**config.mk**
```make
export PLATFORM = sky130hd
export DESIGN_NAME = uart_frame_crc_check_and_reframe
export DESIGN_NICKNAME = d
export VERILOG_FILES = /design/src/design/ufcr_pkg.sv /design/src/design/ufcr_front.sv /design/src/design/ufcr_fifo.sv /design/src/design/ufcr_back.sv /design/src/design/uart_frame_crc_check_and_reframe.sv
export VERILOG_INCLUDE_DIRS = /design/src /design/src/design
export SDC_FILE = /design/constraint.sdc
export NUM_CORES = 1
export LEC_CHECK = 0
export BUFFER_PORTS_ARGS = -buffer_cell sky130_fd_sc_hd__buf_2
export CAP_MARGIN = 15
export CELL_PAD_IN_SITES_DETAIL_PLACEMENT = 0
export CELL_PAD_IN_SITES_GLOBAL_PLACEMENT = 1
export CORE_MARGIN = 5
export CORE_UTILIZATION = 50
export DETAILED_ROUTE_END_ITERATION = 8
export PLACE_DENSITY = 0.74
export SETUP_SLACK_MARGIN = 0.02
export SLEW_MARGIN = 20
export SYNTH_ARGS = -nofsm -noshare
export SYNTH_HDL_FRONTEND = slang
export SYNTH_SLANG_ARGS = --single-unit
```
**constraint.sdc**
```tcl
create_clock -name clk_i -period 9.3 [get_ports clk_i]
set_input_delay 1.395 -clock clk_i [delete_from_list [all_inputs] [get_ports clk_i]]
set_output_delay 1.395 -clock clk_i [all_outputs]
set_load 0.005 [all_outputs]
```
**src/design/assert_macros.svh**
```systemverilog
// ---------------------------------------------------------------------------
// Assertion macros
// Shared concurrent assertion wrappers; empty when SYNTHESIS is defined.
// ---------------------------------------------------------------------------
`ifndef ASSERT_MACROS_SVH
`define ASSERT_MACROS_SVH

`ifndef SYNTHESIS
// Check a property on every rising clock edge outside reset.
`define ASSERT_CLK(lbl, clk, rstn, prop, msg) \
  lbl: assert property (@(posedge clk) disable iff (!(rstn)) (prop)) else $error(msg);
// Check that an expression is never true outside reset.
`define ASSERT_NEVER(lbl, clk, rstn, expr, msg) \
  `ASSERT_CLK(lbl, clk, rstn, !(expr), msg)
`else
`define ASSERT_CLK(lbl, clk, rstn, prop, msg)
`define ASSERT_NEVER(lbl, clk, rstn, expr, msg)
`endif

`endif

```
**src/design/ufcr_pkg.sv**
```systemverilog
// ---------------------------------------------------------------------------
// ufcr_pkg
// Types, constants and the CRC-32 byte update of the frame checker.
// ---------------------------------------------------------------------------
package ufcr_pkg;

  localparam int unsigned PAYLOAD_BYTES = 8192;
  localparam int unsigned TRAILER_BYTES = 4;
  localparam int unsigned FRAME_LEN     = PAYLOAD_BYTES + TRAILER_BYTES;
  // Count saturates at FRAME_LEN + 1 (too long).
  localparam int unsigned CNT_W         = $clog2(FRAME_LEN + 2);

  localparam logic [31:0] CRC_POLY = 32'hEDB8_8320;
  localparam logic [31:0] CRC_ONES = 32'hFFFF_FFFF;
  localparam logic [7:0]  MAGIC_A  = 8'hAA;
  localparam logic [7:0]  MAGIC_B  = 8'h55;

  localparam logic [1:0] ST_BUSY    = 2'd0;
  localparam logic [1:0] ST_OK      = 2'd1;
  localparam logic [1:0] ST_CRC_BAD = 2'd2;
  localparam logic [1:0] ST_LEN_BAD = 2'd3;

  localparam int unsigned CFG_IDX_W = 2;
  localparam logic [CFG_IDX_W-1:0] CFG_CHECK_CRC = 2'd0;
  localparam logic [CFG_IDX_W-1:0] CFG_SOURCE_ID = 2'd1;

  localparam int unsigned FIFO_DEPTH = 4;
  localparam int unsigned PTR_W      = $clog2(FIFO_DEPTH);

  // What the back end has to emit for one queued job.
  typedef enum logic [1:0] {
    KIND_HDR  = 2'd0,  // header AA 55 id, then the payload byte
    KIND_DATA = 2'd1,  // payload byte
    KIND_BAD  = 2'd2,  // failed frame: one status result
    KIND_OK   = 2'd3   // good frame: CRC bytes and tail
  } kind_e;

  typedef struct packed {
    kind_e       kind;
    logic [31:0] data;    // payload byte in [7:0], or the final CRC
    logic [1:0]  status;  // failure code for KIND_BAD
  } job_t;

  // One reflected CRC-32 step over a byte.
  function automatic logic [31:0] crc32_byte(input logic [31:0] crc_in,
                                             input logic [7:0]  b);
    logic [31:0] c;
    c = crc_in ^ {24'd0, b};
    for (int k = 0; k < 8; k++) begin
      c = c[0] ? ((c >> 1) ^ CRC_POLY) : (c >> 1);
    end
    return c;
  endfunction

endpackage

```
**src/design/ufcr_front.sv**
```systemverilog
// ---------------------------------------------------------------------------
// ufcr_front
// Accept received bytes, track frame state and queue output jobs.
// ---------------------------------------------------------------------------
module ufcr_front import ufcr_pkg::*; (
  input  logic       clk_i,
  input  logic       rst_ni,
  input  logic       check_crc_i,
  input  logic       take_i,     // item accepted this cycle
  input  logic [7:0] rx_byte_i,
  input  logic       frame_end_i,
  output logic       push_o,
  output job_t       job_o
);

  logic [CNT_W-1:0] byte_count_q, byte_count_d;
  logic [31:0]      running_crc_q, running_crc_d;
  logic [31:0]      received_crc_q, received_crc_d;
  logic             header_sent_q, header_sent_d;

  logic [CNT_W-1:0] trailer_off;
  logic [31:0]      crc_final;

  assign trailer_off = byte_count_q - CNT_W'(PAYLOAD_BYTES);
  assign crc_final   = running_crc_q ^ CRC_ONES;

  always_comb begin
    byte_count_d   = byte_count_q;
    running_crc_d  = running_crc_q;
    received_crc_d = received_crc_q;
    header_sent_d  = header_sent_q;
    push_o         = 1'b0;
    job_o.kind     = KIND_DATA;
    job_o.data     = {24'd0, rx_byte_i};
    job_o.status   = ST_BUSY;
    if (take_i && !frame_end_i) begin
      if (byte_count_q < CNT_W'(PAYLOAD_BYTES)) begin
        push_o        = 1'b1;
        job_o.kind    = header_sent_q ? KIND_DATA : KIND_HDR;
        header_sent_d = 1'b1;
        running_crc_d = crc32_byte(running_crc_q, rx_byte_i);
      end else if (byte_count_q < CNT_W'(FRAME_LEN)) begin
        // Trailer: collect the received CRC, little-endian.
        received_crc_d = received_crc_q |
                         ({24'd0, rx_byte_i} << {trailer_off[1:0], 3'b000});
      end
      if (byte_count_q < CNT_W'(FRAME_LEN + 1)) begin
        byte_count_d = byte_count_q + CNT_W'(1);
      end
    end else if (take_i) begin
      push_o     = 1'b1;
      job_o.data = crc_final;
      if (byte_count_q != CNT_W'(FRAME_LEN)) begin
        job_o.kind   = KIND_BAD;
        job_o.status = ST_LEN_BAD;
      end else if (check_crc_i && (received_crc_q != crc_final)) begin
        job_o.kind   = KIND_BAD;
        job_o.status = ST_CRC_BAD;
      end else begin
        job_o.kind   = KIND_OK;
      end
      // Clear for the next frame.
      byte_count_d   = '0;
      running_crc_d  = CRC_ONES;
      received_crc_d = '0;
      header_sent_d  = 1'b0;
    end
  end

  always_ff @(posedge clk_i or negedge rst_ni) begin
    if (!rst_ni) begin
      byte_count_q   <= '0;
      running_crc_q  <= CRC_ONES;
      received_crc_q <= '0;
      header_sent_q  <= 1'b0;
    end else begin
      byte_count_q   <= byte_count_d;
      running_crc_q  <= running_crc_d;
      received_crc_q <= received_crc_d;
      header_sent_q  <= header_sent_d;
    end
  end

endmodule

```
**src/design/ufcr_fifo.sv**
```systemverilog
// ---------------------------------------------------------------------------
// ufcr_fifo
// Short job queue between the front and back ends.
// ---------------------------------------------------------------------------
module ufcr_fifo import ufcr_pkg::*; (
  input  logic clk_i,
  input  logic rst_ni,
  input  logic push_i,
  input  job_t push_job_i,
  input  logic pop_i,
  output job_t head_o,
  output logic empty_o,
  output logic full_o
);

  job_t             mem_q [FIFO_DEPTH];
  logic [PTR_W-1:0] wr_ptr_q, rd_ptr_q;
  logic [PTR_W:0]   count_q;

  assign empty_o = (count_q == '0);
  assign full_o  = (count_q == (PTR_W+1)'(FIFO_DEPTH));
  assign head_o  = mem_q[rd_ptr_q];

  always_ff @(posedge clk_i) begin
    if (push_i) begin
      mem_q[wr_ptr_q] <= push_job_i;
    end
  end

  always_ff @(posedge clk_i or negedge rst_ni) begin
    if (!rst_ni) begin
      wr_ptr_q <= '0;
      rd_ptr_q <= '0;
      count_q  <= '0;
    end else begin
      if (push_i) begin
        wr_ptr_q <= wr_ptr_q + PTR_W'(1);
      end
      if (pop_i) begin
        rd_ptr_q <= rd_ptr_q + PTR_W'(1);
      end
      case ({push_i, pop_i})
        2'b10:   count_q <= count_q + (PTR_W+1)'(1);
        2'b01:   count_q <= count_q - (PTR_W+1)'(1);
        default: count_q <= count_q;
      endcase
    end
  end

endmodule

```
**src/design/ufcr_back.sv**
```systemverilog
// ---------------------------------------------------------------------------
// ufcr_back
// Expand queued jobs into output bytes through a registered output stage.
// ---------------------------------------------------------------------------
`include "assert_macros.svh"

module ufcr_back import ufcr_pkg::*; (
  input  logic       clk_i,
  input  logic       rst_ni,
  input  logic [7:0] source_id_i,
  input  job_t       head_i,
  input  logic       empty_i,
  output logic       pop_o,
  output logic       out_valid_o,
  input  logic       out_ready_i,
  output logic [7:0] out_byte_o,
  output logic       byte_valid_o,
  output logic       last_o,
  output logic [1:0] status_o
);

  logic [2:0] step_q, step_d;
  logic [2:0] last_step;
  logic       out_valid_q, out_valid_d;
  logic [7:0] out_byte_q, out_byte_d;
  logic       byte_valid_q, byte_valid_d;
  logic       last_q, last_d;
  logic [1:0] status_q, status_d;
  logic       load;
  logic [31:0] crc_shift;

  assign crc_shift = head_i.data >> {step_q[1:0], 3'b000};

  always_comb begin
    case (head_i.kind)
      KIND_HDR: last_step = 3'd3;
      KIND_OK:  last_step = 3'd5;
      default:  last_step = 3'd0;
    endcase
  end

  // Load the output register when a job is queued and the register is empty or being taken.
  assign load  = !empty_i && (!out_valid_q || out_ready_i);
  assign pop_o = load && (step_q == last_step);

  always_comb begin
    out_byte_d   = 8'd0;
    byte_valid_d = 1'b1;
    last_d       = 1'b0;
    status_d     = ST_BUSY;
    case (head_i.kind)
      KIND_HDR: begin
        case (step_q)
          3'd0:    out_byte_d = MAGIC_A;
          3'd1:    out_byte_d = MAGIC_B;
          3'd2:    out_byte_d = source_id_i;
          default: out_byte_d = head_i.data[7:0];
        endcase
      end
      KIND_DATA: out_byte_d = head_i.data[7:0];
      KIND_BAD: begin
        byte_valid_d = 1'b0;
        last_d       = 1'b1;
        status_d     = head_i.status;
      end
      KIND_OK: begin
        if (step_q == 3'd4) begin
          out_byte_d = MAGIC_B;
        end else if (step_q == 3'd5) begin
          out_byte_d = MAGIC_A;
          last_d     = 1'b1;
          status_d   = ST_OK;
        end else begin
          out_byte_d = crc_shift[7:0];
        end
      end
      default: out_byte_d = 8'd0;
    endcase
  end

  always_comb begin
    out_valid_d = out_valid_q;
    step_d      = step_q;
    if (load) begin
      out_valid_d = 1'b1;
      step_d      = pop_o ? 3'd0 : step_q + 3'd1;
    end else if (out_ready_i) begin
      out_valid_d = 1'b0;
    end
  end

  always_ff @(posedge clk_i or negedge rst_ni) begin
    if (!rst_ni) begin
      out_valid_q <= 1'b0;
      step_q      <= '0;
    end else begin
      out_valid_q <= out_valid_d;
      step_q      <= step_d;
    end
  end

  always_ff @(posedge clk_i) begin
    if (load) begin
      out_byte_q   <= out_byte_d;
      byte_valid_q <= byte_valid_d;
      last_q       <= last_d;
      status_q     <= status_d;
    end
  end

  assign out_valid_o  = out_valid_q;
  assign out_byte_o   = out_byte_q;
  assign byte_valid_o = byte_valid_q;
  assign last_o       = last_q;
  assign status_o     = status_q;

  // A job in the middle of expansion stays at the head of the queue.
  `ASSERT_CLK(a_step_holds_job, clk_i, rst_ni, (step_q != 3'd0) |-> !empty_i,
              "job left the queue before it was fully expanded")
  // Status is reported on the last result of a frame only.
  `ASSERT_CLK(a_status_on_last, clk_i, rst_ni,
              out_valid_q |-> ((status_q != ST_BUSY) == last_q),
              "frame status and last flag disagree")
  // A result without a byte is always a failed frame's only result.
  `ASSERT_CLK(a_novalid_is_fail, clk_i, rst_ni,
              (out_valid_q && !byte_valid_q) |->
                (last_q && out_byte_q == 8'd0 &&
                 (status_q == ST_CRC_BAD || status_q == ST_LEN_BAD)),
              "empty result is not a failure report")
  // The step counter stays inside the current job's range.
  `ASSERT_NEVER(a_step_range, clk_i, rst_ni, !empty_i && (step_q > last_step),
                "step counter ran past the job")

endmodule

```
**src/design/uart_frame_crc_check_and_reframe.sv**
```systemverilog
// ---------------------------------------------------------------------------
// uart_frame_crc_check_and_reframe
// Serial frame CRC-32 checker and reframer.
// ---------------------------------------------------------------------------
// Received bytes enter on the slave stream while it is ready; an item with
// tlast high is the end-of-reception marker and its tdata is ignored. Each
// frame is PAYLOAD_BYTES payload bytes plus a 4-byte little-endian CRC-32
// (reflected, poly 0xEDB88320, init and final xor all ones). Payload bytes
// are forwarded at once, the first one preceded by the header AA 55
// source_id; received CRC bytes are kept and not forwarded, and bytes past
// the frame are dropped. At the marker the length and, with check_crc set,
// the CRC are checked: a good frame ends with the computed CRC (LSB first),
// 55 and AA, the last carrying tlast and status ok; a failed frame gives a
// single result with no byte, tlast and status crc mismatch or bad length.
// Downstream must drop any frame whose final status is not ok. The front
// end takes one input item per cycle while the four-entry job queue has
// room; the back end, unless stalled, emits one result per cycle: one per
// payload byte, four for the first, one (failure) or six (good frame) for
// the marker. The output port, one result per cycle while ready, sets the
// sustained rate. The user writes configuration (index 0 check_crc, index 1
// source_id) through cfg_we_i while the block is idle; it is not enforced.
module uart_frame_crc_check_and_reframe import ufcr_pkg::*; (
  input  logic                 clk_i,
  input  logic                 rst_ni,
  // Configuration write port
  input  logic                 cfg_we_i,
  input  logic [CFG_IDX_W-1:0] cfg_idx_i,
  input  logic [7:0]           cfg_wdata_i,
  // Received byte stream
  input  logic                 s_axis_tvalid,
  output logic                 s_axis_tready,
  input  logic [7:0]           s_axis_tdata,   // [7:0] rx_byte
  input  logic                 s_axis_tlast,   // frame_end
  // Output frame stream
  output logic                 m_axis_tvalid,
  input  logic                 m_axis_tready,
  output logic [7:0]           m_axis_tdata,   // [7:0] out_byte
  output logic                 m_axis_tlast,   // last_of_frame
  output logic [2:0]           m_axis_tuser    // [0] byte_valid, [2:1] frame_status
);

  logic       check_crc_q;
  logic [7:0] source_id_q;

  logic       take;
  logic       push;
  job_t       push_job;
  job_t       head;
  logic       pop;
  logic       empty;
  logic       full;
  logic       byte_valid;
  logic [1:0] frame_status;

  // Configuration registers; unknown indexes are dropped.
  always_ff @(posedge clk_i or negedge rst_ni) begin
    if (!rst_ni) begin
      check_crc_q <= 1'b0;
      source_id_q <= 8'd1;
    end else if (cfg_we_i) begin
      case (cfg_idx_i)
        CFG_CHECK_CRC: check_crc_q <= cfg_wdata_i[0];
        CFG_SOURCE_ID: source_id_q <= cfg_wdata_i;
        default:       ;
      endcase
    end
  end

  // Accept whenever the job queue has room; every item then fits.
  assign s_axis_tready = !full;
  assign take          = s_axis_tvalid && !full;

  ufcr_front u_front (
    .clk_i       (clk_i),
    .rst_ni      (rst_ni),
    .check_crc_i (check_crc_q),
    .take_i      (take),
    .rx_byte_i   (s_axis_tdata),
    .frame_end_i (s_axis_tlast),
    .push_o      (push),
    .job_o       (push_job)
  );

  ufcr_fifo u_fifo (
    .clk_i      (clk_i),
    .rst_ni     (rst_ni),
    .push_i     (push),
    .push_job_i (push_job),
    .pop_i      (pop),
    .head_o     (head),
    .empty_o    (empty),
    .full_o     (full)
  );

  ufcr_back u_back (
    .clk_i        (clk_i),
    .rst_ni       (rst_ni),
    .source_id_i  (source_id_q),
    .head_i       (head),
    .empty_i      (empty),
    .pop_o        (pop),
    .out_valid_o  (m_axis_tvalid),
    .out_ready_i  (m_axis_tready),
    .out_byte_o   (m_axis_tdata),
    .byte_valid_o (byte_valid),
    .last_o       (m_axis_tlast),
    .status_o     (frame_status)
  );

  assign m_axis_tuser = {frame_status, byte_valid};

endmodule
```
==> results.yml, run 1 <==
timing:
  hold_viol_final: 0
  finalCritPeriodShare: 0.430
  relSlewSlack: 0.306
  fmax_mhz: 250
  slew_violations: 0
  finClkSkew_ns: 0.0126
  fin_tns_setup_ns: 0
  rsz0062_at_grt: "no"
  setup_violations: 0
  layout_min_cycle_time_ns: 4.00
  tightest_slew_ns: 1.04
synth:
  synth_cells: 845
  synth_edf_count: 156
  synth_cell_types: 58
  synth_warnings: 0
  ys.flop_type: "edfxtp_1"
  syn_nets: 887
  synthArstFlopShare: 0.388
  avgSynthCellArea_um2: 14.0
  syn_area_um2: 11900
  synth-seq-cells: 255
  ys_seq_area_frac: 0.608
place:
  io_buffer_count: 37
  placed_area_um2: 12300
  dp.final_hpwl_um: 17200
  routabilityCongestion: 0.844
global_routing:
  grt_pass1_vias: 7177
  grt_use_total: 0.194
  grt_max_degree: 70
  grt_overflow: 0
  grt_antenna_before_repair: 0
  grt_pass1_wl_um: 40700
floorplanning:
  io_pins: 38
  die_area_um2: 26900
  core_um2: 23400
  dieWidth_um: 164
  rows: 56
  initial_core_util: 0.506
  dieHeight_um: 164
routing:
  antenna_left: 0
  drtIter0Drc: 453
  wl_um: 25100
  wl_per_cell_um: 20.6
  vias: 6859
  drc: 0
  first_pass_iters: 5
  viasPerCell: 5.63
worst_setup_path:
  crit_path_end_kind: "register"
  reg2reg_from: "u_fifo.rd_ptr_q[0]"
  worstReg2RegEnd: "u_fifo.count_q[2]"
  crit_arrival_ns: 4.45
  start_kind: "register"
  crit_fanout: 38
  path_class: "reg2reg"
  reg2reg_depth: 13
  cp_data_required_time_ns: 9.75
  rrSetupSlack_ns: 5.30
cts:
  root_buffer: "clkbuf_16"
  ctsResizeCount: 0
  post-cts-setup-buffer-count: 0
  clk_pin_slew_worst_paths_ns: 0.06
  cts_tree: "done"
  hold_buffers: 0
  cts.sinks: 255
  clock_latency_ns: 0.53
  cts_max_level: 1
  cts_buffer_depth: 3
  cts_buffers: 27
hold_path:
  holdPathStages: 1
  hold_path.class: "reg2reg"
  hold_start: "u_front.header_sent_q"
  worst_hold_path.endpoint: "u_front.header_sent_q"
power_and_ir_drop:
  ir_drop_v: 0.000141
  p_total_w: 0.00460
  power_leakage_nw: 4.95
  p_per_area_nw_per_um2: 347
final_layout:
  num_antenna_cells: 0
  drive_gt1_frac: 0.231
  areaGrowthSynthToFinish_pct: 12.0
  fin_nets: 922
  fin_area_um2: 13300
outcome:
  outcome: "finished, final reports clean"
run:
  drv_cap: 0
[metrics by stage]
stage          worst slack, ns   util  hold slack [ns]  cells
2_1_floorplan             5.62      -            0.450    845
3_3_place_gp              5.19  0.527            0.461   1170
3_5_place_dp              5.06  0.527            0.467   1170
4_1_cts                   5.26  0.567            0.481   1219
5_1_grt                   4.98  0.567            0.484   1219
6_report                  5.30  0.567            0.481   1219
[sequential cells by signal, summed over array words and instances, names as in the netlist]
register                flops
u_fifo.mem_q              144
u_front.received_crc_q     32
u_front.running_crc_q      32
u_front.byte_count_q       14
source_id_q                 8
u_back.out_byte_o           8
u_back.step_q               3
u_fifo.count_q              3
u_back.status_o             2
u_fifo.rd_ptr_q             2
u_fifo.wr_ptr_q             2
check_crc_q                 1
u_back.byte_valid_o         1
u_back.last_o               1
u_back.out_valid_o          1
u_front.header_sent_q       1
[area by class of cell]
cell class / count / area (um^2)
Clock buffer: 31 / 701
Clock inverter: 18 / 228
Fill cell: 1940 / 10100
Inverter: 21 / 80.1
Multi-Input combinational cell: 528 / 4400
Sequential cell: 255 / 7200
Tap cell: 319 / 399
Timing Repair Buffer: 47 / 263
[worst max path at each step]
stage	cells after the start	slack [ns]	end	start
floorplan	5	5.62	u_fifo.mem_q[0][0]	s_axis_tvalid
global placement	12	5.19	u_fifo.count_q[2]	s_axis_tvalid
detailed placement	10	5.06	u_fifo.count_q[1]	s_axis_tvalid
CTS	13	5.26	u_fifo.count_q[2]	u_fifo.rd_ptr_q[0]
global route	13	4.98	u_fifo.count_q[2]	u_fifo.rd_ptr_q[0]
finish	13	5.30	u_fifo.count_q[2]	u_fifo.rd_ptr_q[0]
[critical path: stages (launching register included)]
cell	delay, ns
dfrtp_2	0.34
buf_4	0.57
mux4_2	0.65
inv_1	0.11
ha_1	0.31
xnor2_1	0.19
nand3_1	0.23
nor2_1	0.36
ha_1	0.25
inv_1	0.06
fa_1	0.37
xor2_1	0.15
nor2_1	0.12
xor2_1	0.17
[cell usage after synthesis, drive strengths merged (2+ instances only)]
master / instances / area share
and3: 4 / 0.0021
mux2i: 3 / 0.0025
or3: 2 / 0.0011
dfstp: 33 / 0.073
inv: 21 / 0.0067
nor2: 86 / 0.027
a31oi: 19 / 0.010
mux4: 40 / 0.076
nand2: 29 / 0.0092
nand2b: 3 / 0.0016
xnor2: 61 / 0.065
a2bb2oi: 5 / 0.0037
a21oi: 54 / 0.023
ha: 17 / 0.018
dfrtp: 66 / 0.14
a22oi: 9 / 0.0057
nor3: 25 / 0.012
o211ai: 3 / 0.0019
clkbuf: 19 / 0.0062
xor2: 51 / 0.038
nor2b: 7 / 0.0037
edfxtp: 156 / 0.40
o31ai: 2 / 0.0013
nor4: 9 / 0.0076
buf: 22 / 0.0092
or4: 4 / 0.0025
and2: 10 / 0.0053
nand3: 9 / 0.0053
a21o: 3 / 0.0019
nor3b: 2 / 0.0017
a31o: 2 / 0.0015
a41oi: 9 / 0.0067
o21ai: 28 / 0.012
nand4: 12 / 0.0063
mux2: 9 / 0.0086
[per-layer routing]
metal / routed length, um / global-route usage
met5: 0 / 0
met2: 12400 / 0.328
met4: 585 / 0.0461
met1: 11000 / 0.272
met3: 1070 / 0.0246
[cells by family after synthesis]
family | after synthesis | share of synthesized area
buffers and inverters | 62 | 0.0221
AO/OA/AOI/OAI | 140 | 0.0721
XOR/XNOR | 113 | 0.104
multiplexers | 52 | 0.0871
flip-flops | 255 | 0.608
adder cells (fa/ha/maj) | 18 | 0.0196
AND/OR/NAND/NOR | 205 | 0.0870
[report_power, final]
| group | switching [W] | internal [W] |
|---|---|---|
| clock | 0.000433 | 0.000679 |
| combinational | 0.000922 | 0.000787 |
| sequential | 0.000219 | 0.00156 |
| total | 0.00157 | 0.00303 |
[cells in the final DEF (no fill, tap or decap), types with 27 or more instances in the layout]
cell type  instances
mux4_2            40
nand2_1           29
xor2_1            51
nor2_1            86
a21oi_1           54
dfstp_2           33
edfxtp_1         156
dfrtp_1           65
clkbuf_16         27
buf_2             36
xnor2_1           42
No activity file was read; power rests on OpenSTA's default activity.
==> run 2: changes to the inputs <==
==> constraint.sdc (replaced) <==
create_clock -name clk_i -period 3.8 [get_ports clk_i]
set_input_delay 0.57 -clock clk_i [delete_from_list [all_inputs] [get_ports clk_i]]
set_output_delay 0.57 -clock clk_i [all_outputs]
set_load 0.005 [all_outputs]
==> results.yml, run 2 (synthesized netlist as in run 1, its figures left out) <==
cts:
  root_buffer: "clkbuf_16"
  post-cts-setup-buffer-count: 0
  hold_buffers: 0
  clk_pin_slew_worst_paths_ns: 0.06
  cts_max_level: 1
  ctsResizeCount: 0
  cts.sinks: 255
  cts_buffer_depth: 3
  cts_tree: "done"
  clock_latency_ns: 0.53
  cts_buffers: 27
place:
  place_ws_ns: 0.545
  dp.final_hpwl_um: 17300
  io_buffer_count: 37
  routabilityCongestion: 0.885
  placed_area_um2: 12400
worst_setup_path:
  cp-endpoint: "u_fifo.count_q[2]"
  path_class: "reg2reg"
  crit_fanout: 7
  crit_path_top_delay_cell: "mux4_2"
  slowest_delay_ns: 0.56
  crit_arrival_ns: 3.68
  cp_data_required_time_ns: 4.26
  reg2reg_depth: 12
  start_kind: "register"
  reg2reg_from: "u_fifo.rd_ptr_q[0]"
  crit_path_end_kind: "register"
  rrSetupSlack_ns: 0.57
  worstSetupStartpoint: "u_fifo.rd_ptr_q[0]"
  worstReg2RegEnd: "u_fifo.count_q[2]"
  crit_chain: "mux4_2 -> inv_1 -> ha_1 -> xnor2_1 -> nand3_1 -> nor2_1 -> ha_1 -> inv_1 -> fa_1 -> xor2_1 -> nor2_1 -> xor2_1"
global_routing:
  grt_pass1_vias: 7224
  grt_antenna_before_repair: 0
  grt_use_total: 0.193
  grt_max_degree: 55
  grt_pass1_wl_um: 40400
  grt_overflow: 0
final_layout:
  areaGrowthSynthToFinish_pct: 12.3
  fin_nets: 928
  layout_commonest_cell: "edfxtp_1"
  final_cell_mix: "156 x edfxtp_1, 86 x nor2_1, 65 x dfrtp_1"
  largest_reg_flops: 144
  largest-register: "u_fifo.mem_q"
  num_antenna_cells: 0
  reg.largest.list: "u_fifo.mem_q: 144 flops, u_front.received_crc_q: 32 flops, u_front.running_crc_q: 32 flops"
  drive_gt1_frac: 0.233
  fin_area_um2: 13300
floorplanning:
  io_pins: 38
  initial_core_util: 0.506
  dieWidth_um: 164
  core_um2: 23400
  die_area_um2: 26900
  dieHeight_um: 164
  rows: 56
timing:
  slew_violations: 0
  layout_setup_ws_ns: 0.573
  fin_tns_setup_ns: 0
  finalCritPeriodShare: 0.849
  fmax_mhz: 310
  relSlewSlack: 0.449
  rsz0062_at_grt: "no"
  setup_violations: 0
  tightest_slew_ns: 0.817
  layout_min_cycle_time_ns: 3.23
  hold_viol_final: 0
  finClkSkew_ns: 0.0183
routing:
  vias: 6954
  first_pass_iters: 4
  drc: 0
  drtIter0Drc: 487
  wl_um: 25200
  antenna_left: 0
  wl_per_cell_um: 20.5
  viasPerCell: 5.67
power_and_ir_drop:
  ir_drop_v: 0.000389
  p_per_area_nw_per_um2: 847
  p_total_w: 0.0113
  power_leakage_nw: 4.99
hold_path:
  hold_path.class: "in2async"
outcome:
  outcome: "finished, final reports clean"
run:
  drv_cap: 0
==> run 2: cell count changes in the layout (fill, tap and decap cells not counted) <==
cell,change
clkbuf_8,+1
buf_4,+6
clkinv_2,-3
clkbuf_16,+2
clkbuf_1,+5
inv_6,+1
clkinv_1,-1
inv_2,+1
bufinv_16,-2
clkinvlp_4,-2
clkinv_4,-1
==> run 2: power breakdown <==
group | internal, W | total [W] | switching [W]
Sequential | 0.00382 | 0.00436 | 0.000539
Clock | 0.00164 | 0.00268 | 0.00105
Combinational | 0.00195 | 0.00424 | 0.00229
Total | 0.00740 | 0.0113 | 0.00387
==> run 2: final cells by class <==
| class | count | area [um^2] |
|---|---|---|
| clock buffers | 39 | 783 |
| clock inverters | 11 | 139 |
| fillers | 1916 | 10100 |
| inverters | 21 | 78.8 |
| multi-input cells | 528 | 4400 |
| flip-flops and latches | 255 | 7200 |
| well taps | 319 | 399 |
| repair buffers | 53 | 308 |
==> run 2: worst min-delay path by stage <==
| stage | startpoint | endpoint | depth (start not counted) |
|---|---|---|---|
| after global placement | u_front.header_sent_q | u_front.header_sent_q | 1 |
| after CTS | rst_ni | u_back.step_q[0] | 1 |
| after floorplan | rst_ni | check_crc_q | 0 |
| after detailed placement | u_front.header_sent_q | u_front.header_sent_q | 1 |
| final | rst_ni | u_fifo.count_q[2] | 1 |
| after global routing | rst_ni | u_fifo.count_q[1] | 1 |
==> run 2: per-stage QoR <==
stage,cells,hold WS [ns],util
6_report,1226,0.0577,0.569
3_3_place_gp,1176,0.459,0.529
5_1_grt,1226,0.0891,0.569
2_1_floorplan,845,0.274,-
3_5_place_dp,1176,0.471,0.529
4_1_cts,1226,0.0601,0.569
==> run 2: layer usage <==
layer | track usage | vias to the layer above | part of all wire
met3 | 0.0284 | 32 | 0.051
met5 | 0 | - | 0
met1 | 0.267 | 3535 | 0.43
li1 | - | 3227 | -
met4 | 0.0480 | 0 | 0.017
met2 | 0.326 | 160 | 0.50
==> run 2: critical path: cells and delay by family (launching register included) <==
family,cells,cell delay [ns]
flip-flops,1,0.40
multiplexers,1,0.56
buffers and inverters,2,0.21
XOR/XNOR,3,0.49
AND/OR/NAND/NOR,3,0.56
adder cells (fa/ha/maj),3,0.95
==> run 3: changes to the inputs <==
--- a/config.mk
+++ b/config.mk
@@ -6,14 +6,15 @@
 export SDC_FILE = /design/constraint.sdc
 export NUM_CORES = 1
 export LEC_CHECK = 0
+export ABC_AREA = 1
 export BUFFER_PORTS_ARGS = -buffer_cell sky130_fd_sc_hd__buf_2
 export CAP_MARGIN = 15
 export CELL_PAD_IN_SITES_DETAIL_PLACEMENT = 0
 export CELL_PAD_IN_SITES_GLOBAL_PLACEMENT = 1
 export CORE_MARGIN = 5
-export CORE_UTILIZATION = 50
+export CORE_UTILIZATION = 44
 export DETAILED_ROUTE_END_ITERATION = 8
-export PLACE_DENSITY = 0.74
+export PLACE_DENSITY = 0.73
 export SETUP_SLACK_MARGIN = 0.02
 export SLEW_MARGIN = 20
 export SYNTH_ARGS = -nofsm -noshare
==> constraint.sdc (replaced) <==
create_clock -name clk_i -period 2.6 [get_ports clk_i]
set_input_delay 0.39 -clock clk_i [delete_from_list [all_inputs] [get_ports clk_i]]
set_output_delay 0.39 -clock clk_i [all_outputs]
set_load 0.005 [all_outputs]
==> results.yml, run 3 <==
outcome:
  outcome: "complete, but fails checks"
  violations: "setup timing"
final_layout:
  largest_reg_flops: 144
  layout_commonest_cell: "nand2_1"
  drive_gt1_frac: 0.171
  fin_area_um2: 15100
  final_cell_mix: "421 x nand2_1, 156 x edfxtp_1, 129 x inv_1"
  areaGrowthSynthToFinish_pct: 16.1
  fillers: 2626
  fin_nets: 1550
  reg.largest.list: "u_fifo.mem_q: 144 flops, u_front.received_crc_q: 32 flops, u_front.running_crc_q: 32 flops"
  largest-register: "u_fifo.mem_q"
global_routing:
  grt_pass1_wl_um: 54000
  grt_use_total: 0.205
  grt_antenna_before_repair: 0
  grt_max_degree: 50
  grt_pass1_vias: 9521
  grt_overflow: 0
timing:
  finClkSkew_ns: 0.00949
  layout_min_cycle_time_ns: 2.60
  slew_violations: 0
  setup_violations: 1
  hold_viol_final: 0
  fmax_mhz: 384
  fin_tns_setup_ns: -0.00431
  relSlewSlack: 0.507
  tightest_slew_ns: 0.732
  rsz0062_at_grt: "yes"
  finalCritPeriodShare: 1.00
  holdWs_ns: 0.0442
  layout_setup_ws_ns: -0.00431
synth:
  synth_top_cell_area_share: 0.361
  synth-adder-area-share: 0.0179
  synth_cell_types: 49
  synth_edf_count: 156
  syn_nets: 1480
  synthSimpleGateAreaFrac: 0.250
  ys.flop_type: "edfxtp_1"
  synth_warnings: 0
  synth-seq-cells: 255
  synth_cells: 1438
  yosysTopAreaCell: "edfxtp_1"
  syn_area_um2: 13000
  synthTopCellsByArea: "edfxtp_1 36%, dfrtp_1 13%, nand2_1 12%"
  avgSynthCellArea_um2: 9.02
  synth_compound_area_frac: 0.0717
  ys_seq_area_frac: 0.555
  synth_most_common_cell: "nand2_1"
  synth_top_family_by_area: "simple AND/OR/NAND/NOR gates"
  synthArstFlopShare: 0.388
  synth-xor-area-share: 0.0346
  ys_top_cells_by_count: "425 x nand2_1, 156 x edfxtp_1, 132 x inv_1, 117 x nand3_1, 104 x nor2_1"
  muxShareOfSynthArea: 0.00608
floorplanning:
  io_pins: 38
  dieWidth_um: 182
  rows: 62
  core_um2: 28900
  initial_core_util: 0.448
  die_area_um2: 33000
  dieHeight_um: 182
worst_setup_path:
  crit_fanout: 6
  crit_arrival_ns: 3.04
  crit_path_end_kind: "register"
  cp_data_required_time_ns: 3.04
  start_kind: "register"
  path_class: "reg2reg"
routing:
  wl_um: 34100
  antenna_left: 0
  drc: 0
  drtIter0Drc: 565
  viasPerCell: 5.18
  wl_per_cell_um: 17.8
  vias: 9923
  first_pass_iters: 6
cts:
  cts_buffers: 29
  cts_buffer_depth: 3
  cts_max_level: 1
  cts.sinks: 255
  clock_latency_ns: 0.56
  root_buffer: "clkbuf_16"
  cts_tree: "done"
  clk_pin_slew_worst_paths_ns: 0.06
place:
  routabilityCongestion: 0.852
  io_buffer_count: 37
  placed_area_um2: 13900
  dp.final_hpwl_um: 23600
power_and_ir_drop:
  power_leakage_nw: 6.40
  ir_drop_v: 0.000543
  p_per_area_nw_per_um2: 1260
hold_path:
  hold_path.class: "in2reg"
run:
  drv_cap: 0
==> run 3: cell types whose count changed in the layout (fill, tap and decap cells not counted), moves of 16 or more <==
cell     previous run  this run
xnor2_1            42        14
nand4_1            12        44
o21ai_0            24        55
o22ai_1             0        19
inv_1              20       129
xor2_1             51        24
nand2_2             0        17
nand3_1             6       116
mux4_2             40         0
inv_2               1        17
buf_4              17        49
nand2_1            29       421
a31oi_1            19         1
==> run 3: logic make-up after synthesis <==
group,count (synthesis)
buffers and inverters,203
DFF,255
muxes,7
and+or+nand+nor,743
AOI/OAI and AO/OA,168
xor gates and xnor gates,44
adders and majority gates,18
==> run 3: area by class of cell <==
type	count	area (um^2)	share of cell area
Antenna cell	1	2.50	0.000166
Clock inverter	17	255	0.0169
Inverter	149	564	0.0375
Multi-Input combinational cell	980	5060	0.336
Clock buffer	37	816	0.0542
Tap cell	384	480	0.0319
Timing Repair Buffer	93	679	0.0451
Sequential cell	255	7200	0.478
==> run 3: metrics by stage <==
stage	util	power (W)	cells	setup WS, ns
finish	0.521	0.0190	1916	-0.00431
floorplan	-	0.0118	1438	-0.407
CTS	0.518	0.0190	1913	-0.0767
global placement	0.479	0.0142	1853	-0.258
detailed placement	0.479	0.0143	1853	-0.315
global route	0.521	0.0204	1915	-0.0981
==> run 3: final timing paths <==
kind	slack [ns]	from	depth (start not counted)	endpoint
min	0.04	cfg_we_i	2	check_crc_q
min reg2reg	0.48	u_front.header_sent_q	2	u_front.header_sent_q
max	-0.004	u_fifo.rd_ptr_q[0]	14	u_fifo.count_q[2]
min in group asynchronous	0.30	rst_ni	2	check_crc_q
max in group asynchronous	1.51	rst_ni	3	u_front.running_crc_q[5]
max reg2reg	-0.004	u_fifo.rd_ptr_q[0]	14	u_fifo.count_q[2]
==> run 3: report_power, final <==
group | leakage (nW) | switching, W | internal [W]
Clock | 0.521 | 0.00170 | 0.00281
Sequential | 2.68 | 0.000727 | 0.00574
Combinational | 3.20 | 0.00517 | 0.00286
Total | 6.40 | 0.00759 | 0.0114
==> run 3: critical path: stages, from the launching register on <==
cell     delay [ns]
dfrtp_2        0.44
buf_6          0.15
a21oi_2        0.13
a32oi_2        0.08
buf_4          0.16
ha_2           0.20
xnor2_2        0.18
nand3_2        0.15
nor2_4         0.14
ha_4           0.13
inv_2          0.03
fa_2           0.34
a21oi_2        0.12
o21ai_1        0.08
xor2_1         0.15
==> run 3: metal layers <==
layer	vias up	global-route usage	wire length, um
li1	4924	-	-
met1	4726	0.281	15400
met2	232	0.345	16300
met3	41	0.0338	1750
met4	0	0.0459	643
met5	-	0	0
==> run 3: timing repair <==
action                                  CTS  global route
hold endpoints to repair                 18             0
pin swaps                                 7             6
gates resized for setup                   9             9
hold buffers                              2             0
setup buffers                             4             2
endpoints found under the setup margin    2             2
